--- src/rtl/assert_macros.svh ---
// Assertion helpers shared by the RTL modules.
// Each use names the label, the property and the message.
`ifndef ASSERT_MACROS_SVH
`define ASSERT_MACROS_SVH

// Checked outside reset only.
`define NQ_ASSERT(label, prop, msg) \
	label: assert property (@(posedge clk) disable iff (!arst_n) (prop)) else $error(msg);

// Checked at every edge, reset included.
`define NQ_ASSERT_ALWAYS(label, prop, msg) \
	label: assert property (@(posedge clk) (prop)) else $error(msg);

`endif

--- src/rtl/nq_pkg.sv ---
// ----------------------------------------------------------------------------
// nq_pkg
// Types and constants shared by the queen search cells, the row sequencer
// and the top level.
// ----------------------------------------------------------------------------
`default_nettype none

package nq_pkg;

	localparam int MAX_ROWS   = 8;
	localparam int ROW_W      = $clog2(MAX_ROWS + 1);
	localparam int COL_IDX_W  = $clog2(MAX_ROWS);
	localparam int SIZE_W     = 4;
	localparam int COUNT_W    = 7;
	localparam int PLACE_BITS = 3;
	localparam int PLACE_W    = 24;

	localparam logic [SIZE_W-1:0] BOARD_RESET = SIZE_W'(8);

	typedef logic [ROW_W-1:0]    col_t;
	typedef logic [MAX_ROWS-1:0] mask_t;

	typedef enum logic [1:0] {
		OP_HOLD,
		OP_CLEAR,
		OP_NEXT,
		OP_PLACE
	} cell_op_t;

	// occupancy seen by the next row down
	typedef struct packed {
		mask_t cols;
		mask_t down;
		mask_t up;
	} occ_t;

	typedef struct packed {
		col_t choice;
		logic free;
	} cell_stat_t;

endpackage

`default_nettype wire

--- src/rtl/n_queens_solution_enumerator_core.sv ---
// ----------------------------------------------------------------------------
// n_queens_solution_enumerator_core
// Resumable N-queens search: a chain of row cells driven by a row sequencer
// returns the next solution, or exhaustion, for each request item.
// ----------------------------------------------------------------------------
//
// Channel   Signals                                   Handshake
// -------   ---------------------------------------   --------------------
// in        restart                                   in_valid / in_ready
// out       found exhausted placement solution_number out_valid / out_ready
// cfg       cfg_wdata (board size)                    cfg_we, no stall
//
// One search step per cycle (try a column, back up a row or lift the last
// queen); the last step of an item loads the result.
// Reset leaves a cleared search on an 8x8 board; no clearing pass.
// A new item is taken only between searches and not during a size write; a
// waiting result holds the search on its last step until the output frees.
`default_nettype none

module n_queens_solution_enumerator_core (
	input  wire                               clk,
	input  wire                               arst_n,
	input  wire                               cfg_we,
	input  wire  [nq_pkg::SIZE_W-1:0]         cfg_wdata,
	input  wire                               in_valid,
	output logic                              in_ready,
	input  wire                               restart,
	output logic                              out_valid,
	input  wire                               out_ready,
	output logic                              found,
	output logic                              exhausted,
	output logic [nq_pkg::PLACE_W-1:0]        placement,
	output logic [nq_pkg::COUNT_W-1:0]        solution_number
);

	nq_pkg::cell_stat_t stat    [nq_pkg::MAX_ROWS];
	nq_pkg::cell_op_t   ops     [nq_pkg::MAX_ROWS];
	nq_pkg::occ_t       occ_out [nq_pkg::MAX_ROWS];

	for (genvar r = 0; r < nq_pkg::MAX_ROWS; r++) begin : g_row
		nq_pkg::occ_t occ_in;
		if (r == 0) begin : g_top
			assign occ_in = '0;
		end else begin : g_mid
			assign occ_in = occ_out[r-1];
		end
		nq_cell u_cell (
			.clk     (clk),
			.arst_n  (arst_n),
			.op      (ops[r]),
			.occ_in  (occ_in),
			.occ_out (occ_out[r]),
			.stat    (stat[r])
		);
	end

	nq_ctrl u_ctrl (
		.clk             (clk),
		.arst_n          (arst_n),
		.cfg_we          (cfg_we),
		.cfg_wdata       (cfg_wdata),
		.in_valid        (in_valid),
		.in_ready        (in_ready),
		.restart         (restart),
		.out_valid       (out_valid),
		.out_ready       (out_ready),
		.found           (found),
		.exhausted       (exhausted),
		.placement       (placement),
		.solution_number (solution_number),
		.stat            (stat),
		.ops             (ops)
	);

endmodule

`default_nettype wire

--- src/rtl/nq_cell.sv ---
// ----------------------------------------------------------------------------
// nq_cell
// One board row: holds the queen column tried or placed in this row and the
// column and diagonal occupancy that it hands to the row below.
// ----------------------------------------------------------------------------
`default_nettype none

`include "assert_macros.svh"

module nq_cell (
	input  wire                 clk,
	input  wire                 arst_n,
	input  nq_pkg::cell_op_t    op,
	input  nq_pkg::occ_t        occ_in,
	output nq_pkg::occ_t        occ_out,
	output nq_pkg::cell_stat_t  stat
);

	nq_pkg::col_t                         choice_q;
	nq_pkg::occ_t                         occ_q;
	logic [nq_pkg::COL_IDX_W-1:0]         idx;
	nq_pkg::mask_t                        onehot;
	nq_pkg::mask_t                        taken;

	assign idx    = choice_q[nq_pkg::COL_IDX_W-1:0];
	assign onehot = nq_pkg::mask_t'(1) << idx;
	assign taken  = occ_in.cols | occ_in.down | occ_in.up;

	always_ff @(posedge clk or negedge arst_n) begin
		if (!arst_n) begin
			choice_q <= '0;
		end else begin
			unique case (op)
				nq_pkg::OP_CLEAR: choice_q <= '0;
				nq_pkg::OP_NEXT:  choice_q <= choice_q + nq_pkg::col_t'(1);
				default:          choice_q <= choice_q;
			endcase
		end
	end

	always_ff @(posedge clk) begin
		if (op == nq_pkg::OP_PLACE) begin
			occ_q.cols <= occ_in.cols | onehot;
			occ_q.down <= (occ_in.down | onehot) << 1;
			occ_q.up   <= (occ_in.up | onehot) >> 1;
		end
	end

	assign occ_out     = occ_q;
	assign stat.choice = choice_q;
	assign stat.free   = (choice_q < nq_pkg::col_t'(nq_pkg::MAX_ROWS)) && !taken[idx];

	`NQ_ASSERT_ALWAYS(a_choice_range, choice_q <= nq_pkg::col_t'(nq_pkg::MAX_ROWS),
		"column choice beyond board")
	`NQ_ASSERT(a_place_free, op == nq_pkg::OP_PLACE |-> stat.free,
		"queen placed on an attacked square")
	`NQ_ASSERT(a_next_bound, op == nq_pkg::OP_NEXT |-> choice_q < nq_pkg::col_t'(nq_pkg::MAX_ROWS),
		"column advanced past the last column")

endmodule

`default_nettype wire

--- src/rtl/nq_ctrl.sv ---
// ----------------------------------------------------------------------------
// nq_ctrl
// Row sequencer: moves the row pointer up and down the cells, one try per
// cycle unless a result waits; holds board size, solution count, result.
// ----------------------------------------------------------------------------
`default_nettype none

`include "assert_macros.svh"

module nq_ctrl (
	input  wire                               clk,
	input  wire                               arst_n,
	input  wire                               cfg_we,
	input  wire  [nq_pkg::SIZE_W-1:0]         cfg_wdata,
	input  wire                               in_valid,
	output logic                              in_ready,
	input  wire                               restart,
	output logic                              out_valid,
	input  wire                               out_ready,
	output logic                              found,
	output logic                              exhausted,
	output logic [nq_pkg::PLACE_W-1:0]        placement,
	output logic [nq_pkg::COUNT_W-1:0]        solution_number,
	input  nq_pkg::cell_stat_t                stat [nq_pkg::MAX_ROWS],
	output nq_pkg::cell_op_t                  ops  [nq_pkg::MAX_ROWS]
);

	typedef enum logic {
		ST_IDLE,
		ST_SEARCH
	} state_t;

	state_t                           state_q;
	logic [nq_pkg::SIZE_W-1:0]        size_q;
	nq_pkg::col_t                     p_q;
	logic [nq_pkg::COUNT_W-1:0]       count_q;
	logic                             done_q;

	nq_pkg::col_t                     n_w;
	nq_pkg::cell_stat_t               act;
	logic                             out_free;
	logic                             clear_all;
	logic                             en_a;
	logic                             en_b;
	nq_pkg::col_t                     row_a;
	nq_pkg::col_t                     row_b;
	nq_pkg::cell_op_t                 op_a;
	nq_pkg::col_t                     p_d;
	logic                             done_d;
	logic                             load_w;
	logic                             rep_found_w;
	logic                             go_search;
	logic                             go_idle;
	logic [nq_pkg::PLACE_W-1:0]       place_w;

	always_comb begin
		if (size_q == '0) begin
			n_w = nq_pkg::col_t'(1);
		end else if (size_q > nq_pkg::SIZE_W'(nq_pkg::MAX_ROWS)) begin
			n_w = nq_pkg::col_t'(nq_pkg::MAX_ROWS);
		end else begin
			n_w = nq_pkg::col_t'(size_q);
		end
	end

	assign act      = stat[p_q[nq_pkg::COL_IDX_W-1:0]];
	assign out_free = !out_valid || out_ready;
	assign in_ready = (state_q == ST_IDLE) && !cfg_we;

	always_comb begin
		place_w = '0;
		for (int r = 0; r < nq_pkg::MAX_ROWS; r++) begin
			if (nq_pkg::col_t'(r) < n_w) begin
				place_w[r*nq_pkg::PLACE_BITS +: nq_pkg::PLACE_BITS] =
					stat[r].choice[nq_pkg::PLACE_BITS-1:0];
			end
		end
	end

	always_comb begin
		clear_all   = 1'b0;
		en_a        = 1'b0;
		en_b        = 1'b0;
		row_a       = p_q;
		row_b       = p_q + nq_pkg::col_t'(1);
		op_a        = nq_pkg::OP_HOLD;
		p_d         = p_q;
		done_d      = done_q;
		load_w      = 1'b0;
		rep_found_w = 1'b0;
		go_search   = 1'b0;
		go_idle     = 1'b0;
		unique case (state_q)
			ST_IDLE: begin
				if (cfg_we) begin
					clear_all = 1'b1;
				end else if (in_valid) begin
					go_search = 1'b1;
					clear_all = restart;
				end
			end
			ST_SEARCH: begin
				if (done_q) begin
					if (out_free) begin
						load_w  = 1'b1;
						go_idle = 1'b1;
					end
				end else if (p_q == n_w) begin
					// lift the last queen of the reported solution
					p_d   = n_w - nq_pkg::col_t'(1);
					row_a = n_w - nq_pkg::col_t'(1);
					op_a  = nq_pkg::OP_NEXT;
					en_a  = 1'b1;
				end else if (act.choice >= n_w) begin
					if (p_q == '0) begin
						if (out_free) begin
							done_d  = 1'b1;
							load_w  = 1'b1;
							go_idle = 1'b1;
						end
					end else begin
						p_d   = p_q - nq_pkg::col_t'(1);
						row_a = p_q - nq_pkg::col_t'(1);
						op_a  = nq_pkg::OP_NEXT;
						en_a  = 1'b1;
					end
				end else if (act.free) begin
					if (p_q + nq_pkg::col_t'(1) == n_w) begin
						if (out_free) begin
							op_a        = nq_pkg::OP_PLACE;
							en_a        = 1'b1;
							p_d         = n_w;
							load_w      = 1'b1;
							rep_found_w = 1'b1;
							go_idle     = 1'b1;
						end
					end else begin
						op_a = nq_pkg::OP_PLACE;
						en_a = 1'b1;
						en_b = 1'b1;
						p_d  = p_q + nq_pkg::col_t'(1);
					end
				end else begin
					op_a = nq_pkg::OP_NEXT;
					en_a = 1'b1;
				end
			end
			default: ;
		endcase
	end

	always_comb begin
		for (int i = 0; i < nq_pkg::MAX_ROWS; i++) begin
			if (clear_all) begin
				ops[i] = nq_pkg::OP_CLEAR;
			end else if (en_a && row_a == nq_pkg::col_t'(i)) begin
				ops[i] = op_a;
			end else if (en_b && row_b == nq_pkg::col_t'(i)) begin
				ops[i] = nq_pkg::OP_CLEAR;
			end else begin
				ops[i] = nq_pkg::OP_HOLD;
			end
		end
	end

	always_ff @(posedge clk or negedge arst_n) begin
		if (!arst_n) begin
			state_q         <= ST_IDLE;
			size_q          <= nq_pkg::BOARD_RESET;
			p_q             <= '0;
			count_q         <= '0;
			done_q          <= 1'b0;
			out_valid       <= 1'b0;
			found           <= 1'b0;
			exhausted       <= 1'b0;
			placement       <= '0;
			solution_number <= '0;
		end else begin
			if (state_q == ST_IDLE && cfg_we) begin
				size_q <= cfg_wdata;
			end
			if (clear_all) begin
				p_q     <= '0;
				count_q <= '0;
				done_q  <= 1'b0;
			end else begin
				p_q    <= p_d;
				done_q <= done_d;
				if (rep_found_w) begin
					count_q <= count_q + nq_pkg::COUNT_W'(1);
				end
			end
			if (go_search) begin
				state_q <= ST_SEARCH;
			end else if (go_idle) begin
				state_q <= ST_IDLE;
			end
			if (load_w) begin
				out_valid <= 1'b1;
				found     <= rep_found_w;
				exhausted <= !rep_found_w;
				placement <= rep_found_w ? place_w : '0;
				solution_number <= rep_found_w ? count_q + nq_pkg::COUNT_W'(1) : count_q;
			end else if (out_ready) begin
				out_valid <= 1'b0;
			end
		end
	end

	`NQ_ASSERT_ALWAYS(a_row_range, p_q <= n_w, "row pointer beyond board")
	`NQ_ASSERT(a_done_row0, done_q |-> p_q == '0, "search finished away from row zero")
	`NQ_ASSERT(a_result_kind, out_valid |-> (found != exhausted),
		"result item neither a solution nor exhaustion")
	`NQ_ASSERT(a_count_step, (load_w && rep_found_w) |=>
		(solution_number == $past(count_q) + nq_pkg::COUNT_W'(1)),
		"solution number did not advance by one")

endmodule

`default_nettype wire

--- config.mk ---
export PLATFORM = sky130hd
export DESIGN_NAME = n_queens_solution_enumerator_core
export DESIGN_NICKNAME = d
export VERILOG_FILES = /design/src/rtl/nq_pkg.sv /design/src/rtl/n_queens_solution_enumerator_core.sv /design/src/rtl/nq_cell.sv /design/src/rtl/nq_ctrl.sv
export VERILOG_INCLUDE_DIRS = /design/src /design/src/rtl
export SDC_FILE = /design/constraint.sdc
export NUM_CORES = 1
export LEC_CHECK = 0
export ABC_CLOCK_PERIOD_IN_PS = 12400
export BUFFER_PORTS_ARGS = -buffer_cell sky130_fd_sc_hd__buf_4
export CELL_PAD_IN_SITES_DETAIL_PLACEMENT = 2
export CELL_PAD_IN_SITES_GLOBAL_PLACEMENT = 2
export CORE_AREA = 2 2 164 166
export CTS_CLUSTER_DIAMETER = 40
export DETAILED_ROUTE_END_ITERATION = 7
export DIE_AREA = 0 0 166 168
export PLACE_DENSITY = 0.94
export SYNTH_ARGS = -nofsm -noshare
export SYNTH_HDL_FRONTEND = slang
export SYNTH_SLANG_ARGS = --single-unit
--- constraint.sdc ---
create_clock -name clk -period 12.4 [get_ports clk]
set_clock_uncertainty 0.1 [all_clocks]
set_input_delay 0.62 -clock clk [delete_from_list [all_inputs] [get_ports clk]]
set_output_delay 0.62 -clock clk [all_outputs]
set_load 0.01 [all_outputs]
Yosys cells after proc, flatten, opt, wreduce, memory -nomap -nowiden
Memory sizes are Yosys's and may differ from the RTL's.
Cells that the tools add are included.
{"block": "op_classes", "n_bitwise": 34, "eq_ne": 41, "muxes": 124, "n_addsub": 12, "order_cmp": 27, "shift": 7, "reduce_logical": 55}
{"cell": "$or A8 B8 Y8", "n": 13}
{"cell": "$pmux W4 S2", "n": 8}
{"cell": "$mux W4", "n": 15}
{"cell": "$mux W1", "n": 56}
{"cell": "$or A8 B7 Y8", "n": 7}
{"cell": "$shl A1 B3 Y8 const A", "n": 7}
{"cell": "$mux W2", "n": 24}
{"cell": "$or A7 B8 Y8", "n": 6}
{"cell": "$or A7 B7 Y7", "n": 6}
{"cell": "$add A4 B1 Y4 const B", "n": 9}
{"cell": "$eq A4 B3 Y1 const B", "n": 8}
{"cell": "$lt A3 B4 Y1 const B", "n": 8}
{"cell": "$lt A4 B4 Y1 const B", "n": 8}
{"cell": "$eq A2 B2 Y1 const B", "n": 15}
{"cell": "$logic_and A1 B1 Y1", "n": 26}
{"cell": "$mux W24", "n": 1}
{"cell": "$mux W3", "n": 8}
{"cell": "$reduce_bool A2 Y1", "n": 11}
{"cell": "$bmux W1 S3", "n": 7}
{"cell": "$eq A2 B1 Y1 const B", "n": 8}
{"cell": "$eq A4 B2 Y1 const B", "n": 4}
{"cell": "$logic_not A4 Y1", "n": 4}
{"cell": "$lt A3 B4 Y1 const A", "n": 4}
{"cell": "$bmux W5 S3", "n": 1}
{"cell": "19 further kinds", "n": 36}
{"block": "word_totals", "mem_bits_ro": 8, "n_memories": 1, "regBits": 237, "out_inout_bits": 35, "inputBits": 10}
{"name": "(no name shown)", "words": 8, "width": 1, "read_ports": 1, "rd_ports_with_merged_regs": 0, "write_ports": 0, "line_no": "nq_cell.sv:51", "rtl": "assign stat.free = (choice_q < nq_pkg::col_t'(nq_pkg::MAX_ROWS)) && !taken[idx];"}

Longest topological paths before layout
Gate-level depths: netlist of the first run.
{"block": "depth", "depth_word": 20, "ltp_mapped": 21, "depth_no_buf": 17}

By module
From an unflattened synthesis of the first run, not the netlist that was laid out.
{"block": "hier_totals", "cells_unflattened": 1109, "area_unflattened_um2": 13447.9}
{"module": "nq_cell at g_row[1].u_cell ...", "area_per_inst_um2": 1243.7, "n_inst": 7, "cells_each": 98}
{"module": "nq_ctrl", "area_per_inst_um2": 3483.3, "n_inst": 1, "cells_each": 324}
{"module": "nq_cell at g_row[0].u_cell", "area_per_inst_um2": 1255.0, "n_inst": 1, "cells_each": 98}
{"module": "n_queens_solution_enumerator_core", "area_per_inst_um2": 3.8, "n_inst": 1, "cells_each": 1}

Worst setup path before layout of the first run
OpenSTA, ideal clock, no wires.
{"block": "synth_path", "path_type": "register to register", "start": "reg u_ctrl.p_q[0]", "end": "reg g_row[6].u_cell.occ_q (netlist bit g_row[6].u_cell.occ_out[0]) (enable)", "path_buffers": 4, "setup_ps": 381, "t_arrival_ps": 4725, "required_time_ps": 11919, "path_slack_ps": 7195, "stages_incl_launch_ff": 17, "period_less_slack_ps": 5205, "cell_sequence": "dfrtp_1 > buf_6 > buf_2 > buf_1 > mux4_2 > mux2i_1 > ha_1 > nand2b_1 > a2111oi_4 > or2_2 > clkbuf_1 > o31ai_1 > a31oi_1 > o21ai_0 > or4b_4 > mux2_1 > ha_1"}
{"block": "synth_via", "elab_chain_len": 14}
{"item": "from (decl)", "line_no": "nq_ctrl.sv:35", "rtl": "nq_pkg::col_t p_q;"}
{"item": "from (signal assigned)", "line_no": "nq_ctrl.sv:187", "rtl": "p_q <= p_d;"}
{"item": "$not A3 Y4 (not written as such)", "line_no": "nq_ctrl.sv:66", "rtl": "assign act = stat[p_q[nq_pkg::COL_IDX_W-1:0]];"}
{"item": "$bmux W5 S3", "line_no": "nq_ctrl.sv:66"}
{"item": "$mux W5 (not written as such) (2 in a row)", "line_no": "nq_ctrl.sv:66"}
{"item": "$ge A4 B4 Y1 or $mux W1 (tied branches)", "line_no": "nq_ctrl.sv:114, nq_ctrl.sv:127"}
{"item": "$mux W4 or $mux W1 (tied branches)", "line_no": "nq_ctrl.sv:114", "rtl": "end else if (act.choice >= n_w) begin"}
{"item": "$mux W4 or $mux W1 (tied branches)", "line_no": "nq_ctrl.sv:108", "rtl": "end else if (p_q == n_w) begin"}
{"item": "$mux W4 or $mux W1 (tied branches)", "line_no": "nq_ctrl.sv:103", "rtl": "if (done_q) begin"}
{"item": "$mux W4 or $mux W1 (tied branches)", "line_no": "nq_ctrl.sv:93", "rtl": "unique case (state_q)"}
{"item": "$eq A4 B3 Y1 or $logic_and A1 B1 Y1 (tied branches)", "line_no": "nq_ctrl.sv:156, nq_ctrl.sv:158"}
{"item": "$logic_and A1 B1 Y1 or $mux W1 (tied branches)", "line_no": "nq_ctrl.sv:156, nq_ctrl.sv:158"}
{"item": "$mux W2 *", "line_no": "nq_ctrl.sv:156", "rtl": "end else if (en_a && row_a == nq_pkg::col_t'(i)) begin"}
{"item": "$mux W2 *", "line_no": "nq_ctrl.sv:154", "rtl": "if (clear_all) begin"}
{"item": "$eq A2 B2 Y1 *", "line_no": "nq_cell.sv:42", "rtl": "if (op == nq_pkg::OP_PLACE) begin"}
{"item": "to (decl)", "line_no": "nq_cell.sv:20", "rtl": "nq_pkg::occ_t occ_q;"}
Mark *: on every way between the ends. The rest lies on a longest branch, timed or not. The select of a mux whose other input is x is not followed.
A chain may end at the register's enable or synchronous reset.

Worst setup path after layout of the first run
{"block": "layout_path", "start": "reg u_ctrl.p_q[0]", "end": "reg g_row[1].u_cell.occ_q (netlist bit g_row[1].u_cell.occ_out[19]) (enable)"}
{"block": "layout_via", "elab_chain_len": 14}
{"item": "$not A3 Y4 (not written as such)", "line_no": "nq_ctrl.sv:66"}
{"item": "$bmux W5 S3", "line_no": "nq_ctrl.sv:66"}
{"item": "$mux W5 (not written as such) (2 in a row)", "line_no": "nq_ctrl.sv:66"}
{"item": "$ge A4 B4 Y1 or $mux W1 (tied branches)", "line_no": "nq_ctrl.sv:114, nq_ctrl.sv:127"}
{"item": "$mux W4 or $mux W1 (tied branches)", "line_no": "nq_ctrl.sv:114"}
{"item": "$mux W4 or $mux W1 (tied branches)", "line_no": "nq_ctrl.sv:108"}
{"item": "$mux W4 or $mux W1 (tied branches)", "line_no": "nq_ctrl.sv:103"}
{"item": "$mux W4 or $mux W1 (tied branches)", "line_no": "nq_ctrl.sv:93"}
{"item": "$eq A4 B1 Y1 or $logic_and A1 B1 Y1 (tied branches)", "line_no": "nq_ctrl.sv:156, nq_ctrl.sv:158"}
{"item": "$logic_and A1 B1 Y1 or $mux W1 (tied branches)", "line_no": "nq_ctrl.sv:156, nq_ctrl.sv:158"}
{"item": "$mux W2 *", "line_no": "nq_ctrl.sv:156"}
{"item": "$mux W2 *", "line_no": "nq_ctrl.sv:154"}
{"item": "$eq A2 B2 Y1 *", "line_no": "nq_cell.sv:42"}
{"item": "to (decl)", "line_no": "nq_cell.sv:20"}
Marks and branches as above.

==> flow_summary.yaml, run 1 <==
outcome:
  status: "finished clean"
worst_hold_path:
  worstHoldStart: "cfg_wdata[2]"
  holdPathStages: 2
  holdPathEnd: "u_ctrl.size_q[2]$_DFFE_PN0P_"
  hold_class: "in -> reg"
timing:
  maxClockFrequency_ghz: 0.1473
  maxSlewViolCount: 0
  hold_viol_final: 0
  tightestPinTransition_ps: 1443
  grt_setup_unrepaired: "no"
  period_minus_slack_ps: 6788
  setup_tns_ps: 0
  setup_violations: 0
  finalCritPeriodShare_pct: 54.74
  slew_headroom_pct: 3.768
synth:
  syn_area_um2: 11600
  synth_edf_count: 140
  syn_inst: 996
  ys.flop_type: "edfxtp_1"
  syn_avg_cell_area_um2: 11.64
  yosysSeqAreaShare_pct: 54.18
  post-synth-top-count-cell: "edfxtp_1"
  synth.area.top_cells: "edfxtp_1 36%, dfrtp_1 18%, ha_1 8.4%, nand2b_1 5.3%, nand2_1 2.8%"
  synth_top_area_share_pct: 36.25
  yosys_warnings: 0
  synth.distinct_cells: 80
  synthesis.nets: 1084
  ys_ff_latch: 223
  yosys.area.top_type: "edfxtp_1"
  synth_common_cells: "140 x edfxtp_1, 98 x nand2b_1, 87 x nand2_1"
  postSynth.asyncResetShare_pct: 37.22
pwr:
  combPwrFrac_pct: 35.9
  sw_frac_of_total_pct: 41.31
  power.leakage_nw: 5.461
  p_clk_share_pct: 33.7
  power_frac_seq_pct: 30.4
  p_sw_mw: 1.414
  p_int_mw: 2.009
  p_total_mw: 3.424
  irDropWorstVdd_mv: 0.1355
  p_per_area_nw_per_um2: 251.7
die:
  dieArea_um2: 27890
  row_count: 60
  initial_core_util_pct: 44.01
  die_h_um: 168
  core_area_um2: 26350
  die_w_um: 166
  ios: 45
clock_tree:
  cts_made_buffers: 39
  clkTransAtPathRegs_ps: 50
  cts_tree: "built"
  clockRootBuffer: "clkbuf_16"
  htreeDepth: 2
  cts.sinks: 223
  clk_latency_ps: 540
  cts_max_path_buffers: 3
critical_path:
  cp.required_ps: 12430
  r2r_end: "g_row[1].u_cell.occ_out[19]$_DFFE_PN_"
  r2r_slack_ps: 5610
  crit_path_start_kind: "register"
  cp_top_family: "compound AO/OA/AOI/OAI gates"
  worst-path-buf-inv: 2
  crit_type: "reg -> reg"
  endpoint_kind: "register"
  r2r-start: "u_ctrl.p_q[0]$_DFFE_PN0P_"
  crit_path_top_delay_cell: "dfrtp_1"
  critical_path.max_stage_delay_ps: 1300
  cp_cell_sequence: "inv_1 -> mux4_2 -> o21ai_0 -> ha_1 -> or2_2 -> a21oi_1 -> o32ai_1 -> buf_4 -> a21o_1 -> o21ai_0 -> o211ai_1 -> o31ai_1 -> nand2b_1 -> ha_1"
  critPathArrivalTime_ps: 6820
  worstPathMaxFanout: 30
  rr_worst_depth: 14
  cp-startpoint: "u_ctrl.p_q[0]$_DFFE_PN0P_"
finish:
  seq_area_um2: 6282
  syn_to_final_growth_pct: 17.27
  multi_input_area_um2: 5001
  nets: 1142
  num_antenna_cells: 0
  fill_cells: 2515
  drive_gt1_share_pct: 17.90
routing:
  drt_iter0_markers: 937
  via_per_inst: 6.331
  num_vias: 9021
  first_pass_iters: 5
  drt_drc_violations_left: 0
  drtAntennaViolNets: 0
  routed_wl_um: 45810
  wl_per_cell_um: 32.15
placed_design:
  port-buffer-count: 44
  gp_congestion: 0.9062
  dp_hpwl_um: 28460
global_route:
  grt_use_total_pct: 33.11
  grt_pass1_vias: 10230
  grt_start_max_net_pins: 73
  grt_overflow: 0
  antenna_found_initial: 0
  grt_pass1_wl_um: 69140
flow_run:
  maxCapViolCount: 0
==> worst max-delay path by stage <==
stage	to	slack, ps	cells past startpoint
final	g_row[1].u_cell.occ_out[19]$_DFFE_PN_	5610	14
after global routing	g_row[1].u_cell.occ_out[16]$_DFFE_PN_	5290	14
after CTS	g_row[1].u_cell.occ_out[12]$_DFFE_PN_	5820	14
after detailed placement	g_row[3].u_cell.occ_out[18]$_DFFE_PN_	6190	13
after global placement	g_row[6].u_cell.occ_out[18]$_DFFE_PN_	6710	12
after floorplan	g_row[6].u_cell.occ_out[0]$_DFFE_PN_	7190	16
==> final cells by class <==
type	count	area share [%]
repair buffers	50	2.779
inverters	41	1.132
clock buffers	44	7.627
well taps	341	3.137
flip-flops and latches	223	46.20
clock inverters	27	2.355
multi-input cells	699	36.77
==> power by group through the flow <==
stage	sequential, mW	clock, mW	combinational (mW)
final	1.04	1.15	1.23
after global routing	1.05	1.19	1.29
after CTS	1.03	1.16	1.19
after detailed placement	1.04	0	1.08
after global placement	1.03	0	0.986
after floorplan	0.953	0	0.793
==> metrics by stage <==
step           area, µm²  hold WS, ps  std cells  util [%]  setup slack [ps]
2_1_floorplan      11600        224.4        996         -              7195
3_3_place_gp       12230        363.1       1353     46.42              6712
3_5_place_dp       12230        367.7       1353     46.42              6191
4_1_cts            13600        223.0       1425     51.61              5823
5_1_grt            13600        248.9       1425     51.61              5288
6_report           13600        238.0       1425     51.61              5612
==> state kept, by name (all words and copies together), names as in the netlist <==
name and count:
u_ctrl.exhausted 1, u_ctrl.done_q 1, u_ctrl.solution_number 7, u_ctrl.found 1, g_row.u_cell.occ_out 140, u_ctrl.size_q 4, u_ctrl.p_q 4, u_ctrl.count_q 7
u_ctrl.placement 24, g_row.u_cell.choice_q 32, u_ctrl.state_q 1, u_ctrl.out_valid 1
==> cells in the final DEF, fill, tap and decap left out, drive strengths merged, types with 8 or more instances in the layout <==
master | netlist | routed
a211oi | 8 | 8
a21oi | 13 | 13
a22o | 25 | 25
buf | 17 | 49
clkbuf | 16 | 44
clkinv | 0 | 13
dfrtp | 82 | 82
edfxtp | 140 | 140
ha | 78 | 78
inv | 41 | 44
mux4 | 14 | 14
nand2 | 87 | 87
nand2b | 98 | 98
nand3 | 27 | 27
nor2 | 45 | 45
nor2b | 18 | 18
nor3 | 43 | 43
nor4 | 15 | 15
o21ai | 56 | 56
o31ai | 8 | 8
or2 | 38 | 38
xnor2 | 11 | 11
==> cell families after synthesis <==
group	count (synthesis)	synth area share [%]
mux	25	3.722
flops	223	54.18
xor+xnor	13	1.047
buf+inv	74	2.708
fa+ha+maj	78	8.416
compound gates	166	10.23
simple gates	417	19.70
==> timing repair <==
item	in CTS	in global routing
hold buffers	1	0
gates resized for setup	0	0
endpoints found under the hold margin	11	0
buffers inserted	0	0
==> per-layer routing <==
| metal | GRT usage [%] | wire (µm) | vias up |
|---|---|---|---|
| li1 | - | - | 3745 |
| met1 | 36.19 | 16340 | 4686 |
| met2 | 62.66 | 24590 | 421 |
| met3 | 5.712 | 2681 | 169 |
| met4 | 14.93 | 2208 | 0 |
| met5 | 0 | 0 | - |
No activity file was read; power rests on OpenSTA's default activity.
==> run 2, diff against run 1 <==
--- a/config.mk
+++ b/config.mk
@@ -6,15 +6,15 @@
 export SDC_FILE = /design/constraint.sdc
 export NUM_CORES = 1
 export LEC_CHECK = 0
-export ABC_CLOCK_PERIOD_IN_PS = 12400
+export ABC_CLOCK_PERIOD_IN_PS = 6350
 export BUFFER_PORTS_ARGS = -buffer_cell sky130_fd_sc_hd__buf_4
 export CELL_PAD_IN_SITES_DETAIL_PLACEMENT = 2
 export CELL_PAD_IN_SITES_GLOBAL_PLACEMENT = 2
-export CORE_AREA = 2 2 164 166
+export CORE_AREA = 2 2 168 170
 export CTS_CLUSTER_DIAMETER = 40
 export DETAILED_ROUTE_END_ITERATION = 7
-export DIE_AREA = 0 0 166 168
-export PLACE_DENSITY = 0.94
+export DIE_AREA = 0 0 170 172
+export PLACE_DENSITY = 0.9
 export SYNTH_ARGS = -nofsm -noshare
 export SYNTH_HDL_FRONTEND = slang
 export SYNTH_SLANG_ARGS = --single-unit
==> constraint.sdc (replaced) <==
create_clock -name clk -period 6.35 [get_ports clk]
set_clock_uncertainty 0.1 [all_clocks]
set_input_delay 0.3175 -clock clk [delete_from_list [all_inputs] [get_ports clk]]
set_output_delay 0.3175 -clock clk [all_outputs]
set_load 0.01 [all_outputs]
==> run 2 against run 1 <==
Non-clock buffer count rose by 9. Fmax up 19%. Core utilization is 2.1 points lower. Via count is 4.9% lower. Cell area hardly changed. Critical path depth up 2. Flip-flop and latch count is the same. Cell count rose by 0.63%. Combinational power rose by 85%. Register-to-register slack worse by 5000 ps. Worst hold slack got worse by 190 ps. Die area is 4.8% higher. Critical path type unchanged. Critical endpoint is now g_row[6].u_cell.choice_q[3]$_DFFE_PN0P_.
==> flow_summary.yaml, run 2 (synthesis gave the netlist of run 1 again) <==
outcome:
  status: "finished clean"
routing:
  first_pass_iters: 5
  num_vias: 8579
  wl_per_cell_um: 27.39
  via_per_inst: 5.983
  drt_iter0_markers: 650
  drtAntennaViolNets: 0
  routed_wl_um: 39280
  drt_drc_violations_left: 0
placed_design:
  port-buffer-count: 44
  dp_hpwl_um: 26770
  gp_congestion: 0.9564
timing:
  maxClockFrequency_ghz: 0.1756
  slew_headroom_pct: 30.72
  hold_viol_final: 0
  finalCritPeriodShare_pct: 89.70
  grt_setup_unrepaired: "no"
  tightestPinTransition_ps: 1039
  period_minus_slack_ps: 5696
  setup_violations: 0
  maxSlewViolCount: 0
  setup_tns_ps: 0
clock_tree:
  cts_tree: "built"
  clockRootBuffer: "clkbuf_16"
  cts.sinks: 223
  htreeDepth: 2
  post_cts_resized: 0
  cts_made_buffers: 36
  cts_max_path_buffers: 3
  post_cts_buffers: 0
  clkTransAtPathRegs_ps: 60
  clk_latency_ps: 540
die:
  dieArea_um2: 29240
  core_area_um2: 27480
  die_w_um: 170
  initial_core_util_pct: 42.20
  row_count: 61
  die_h_um: 172
  ios: 45
pwr:
  p_sw_mw: 2.559
  irDropWorstVdd_mv: 0.2107
  power.leakage_nw: 5.463
  sw_frac_of_total_pct: 40.47
  combPwrFrac_pct: 36.1
  p_clk_share_pct: 32.6
  p_int_mw: 3.764
  p_total_mw: 6.323
  power_frac_seq_pct: 31.3
  p_per_area_nw_per_um2: 465.2
finish:
  layout_common_cells: "140 x edfxtp_1, 98 x nand2b_1, 87 x nand2_1, 82 x dfrtp_1, 78 x ha_1"
  largest_reg_flops: 140
  drive_gt1_share_pct: 18.20
  fill_cells: 2684
  final_common_cell: "edfxtp_1"
  nets: 1148
  syn_to_final_growth_pct: 17.21
  num_antenna_cells: 0
global_route:
  antenna_found_initial: 0
  grt_overflow: 0
  grt_start_max_net_pins: 55
  grt_use_total_pct: 27.73
  grt_pass1_wl_um: 60730
  grt_pass1_vias: 9794
critical_path:
  endpoint_kind: "register"
  crit_path_start_kind: "register"
  crit_type: "reg -> reg"
  cpMostUsedCell: "o21ai_0"
  worstPathMaxFanout: 17
  crit_path_top_delay_cell: "dfrtp_1"
  cp_cell_sequence: "buf_4 -> mux4_2 -> nor2_2 -> nor2_1 -> ha_1 -> a2111oi_4 -> nor2_1 -> a221oi_1 -> o21ai_0 -> or4b_4 -> mux2_1 -> ha_1 -> nand2_1 -> o21ai_0 -> nand2_1 -> o21ai_0"
  cp.required_ps: 6670
  critPathArrivalTime_ps: 6010
  critical_path.max_stage_delay_ps: 780
worst_hold_path:
  hold_class: "in -> reg"
flow_run:
  maxCapViolCount: 0
## run 2: through the flow
step / instance area, µm² / utilization (%) / hold WS [ps] / instances / setup slack, ps
finish: 13590 / 49.47 / 44.45 / 1434 / 653.8
global route: 13590 / 49.47 / 65.97 / 1434 / 310.4
CTS: 13590 / 49.47 / 27.90 / 1434 / 713.4
detailed placement: 12280 / 44.68 / 182.9 / 1363 / 905.9
global placement: 12280 / 44.68 / 173.8 / 1363 / 1095
floorplan: 11600 / - / -78.09 / 996 / 1145
## run 2: repair_timing
item / 4_1_cts / 5_1_grt
endpoints found under the setup margin: 0 / 0
hold buffers: 5 / 0
endpoints found under the hold margin: 33 / 0
## run 2: routing by layer
layer	GRT usage, %	wire length, µm	vias to the layer above	share of wire (%)
met3	3.983	1941	102	4.9
met1	31.74	14980	4432	38
met4	11.67	1541	0	3.9
met5	0	0	-	0
li1	-	-	3765	-
met2	51.87	20820	280	53
## run 2: cell type report
cell class / count / area (µm²) / share of cell area [%]
Clock inverter: 23 / 244.0 / 1.795
Inverter: 41 / 153.9 / 1.132
Multi-Input combinational cell: 699 / 5001 / 36.79
Tap cell: 346 / 432.9 / 3.185
Timing Repair Buffer: 59 / 455.4 / 3.351
Sequential cell: 223 / 6282 / 46.22
Clock buffer: 43 / 1022 / 7.521
## run 2: power groups by stage
stage / combinational (mW) / clock [mW] / sequential [mW]
final: 2.28 / 2.06 / 1.98
after floorplan: 1.55 / 0 / 1.86
after global routing: 2.46 / 2.14 / 1.99
after CTS: 2.24 / 2.09 / 1.97
after detailed placement: 2.15 / 0 / 1.99
after global placement: 2.04 / 0 / 1.97
## run 2: worst paths after layout
path | startpoint | end | slack (ps) | cells after the start
worst max-delay path | u_ctrl.p_q[1]$_DFFE_PN0P_ | g_row[6].u_cell.choice_q[3]$_DFFE_PN0P_ | 650 | 16
worst min-delay path | cfg_we | u_ctrl.state_q$_DFFE_PN0P_ | 40 | 3
worst max register to register | u_ctrl.p_q[1]$_DFFE_PN0P_ | g_row[6].u_cell.choice_q[3]$_DFFE_PN0P_ | 650 | 16
worst min register to register | u_ctrl.solution_number[5]$_DFFE_PN0P_ | u_ctrl.solution_number[5]$_DFFE_PN0P_ | 410 | 2
max in group asynchronous | arst_n | g_row[5].u_cell.choice_q[3]$_DFFE_PN0P_ | 4850 | 3
min in group asynchronous | arst_n | u_ctrl.placement[0]$_DFFE_PN0P_ | 190 | 2
## run 2: worst max-delay path: cells and delay by family, from the launching register on
kind	cells	cell delay, ps
AOI/OAI and AO/OA	5	1530
and+or+nand+nor	6	1220
muxes	2	890
DFF	1	780
adders and majority gates	2	690
buffers and inverters	1	350
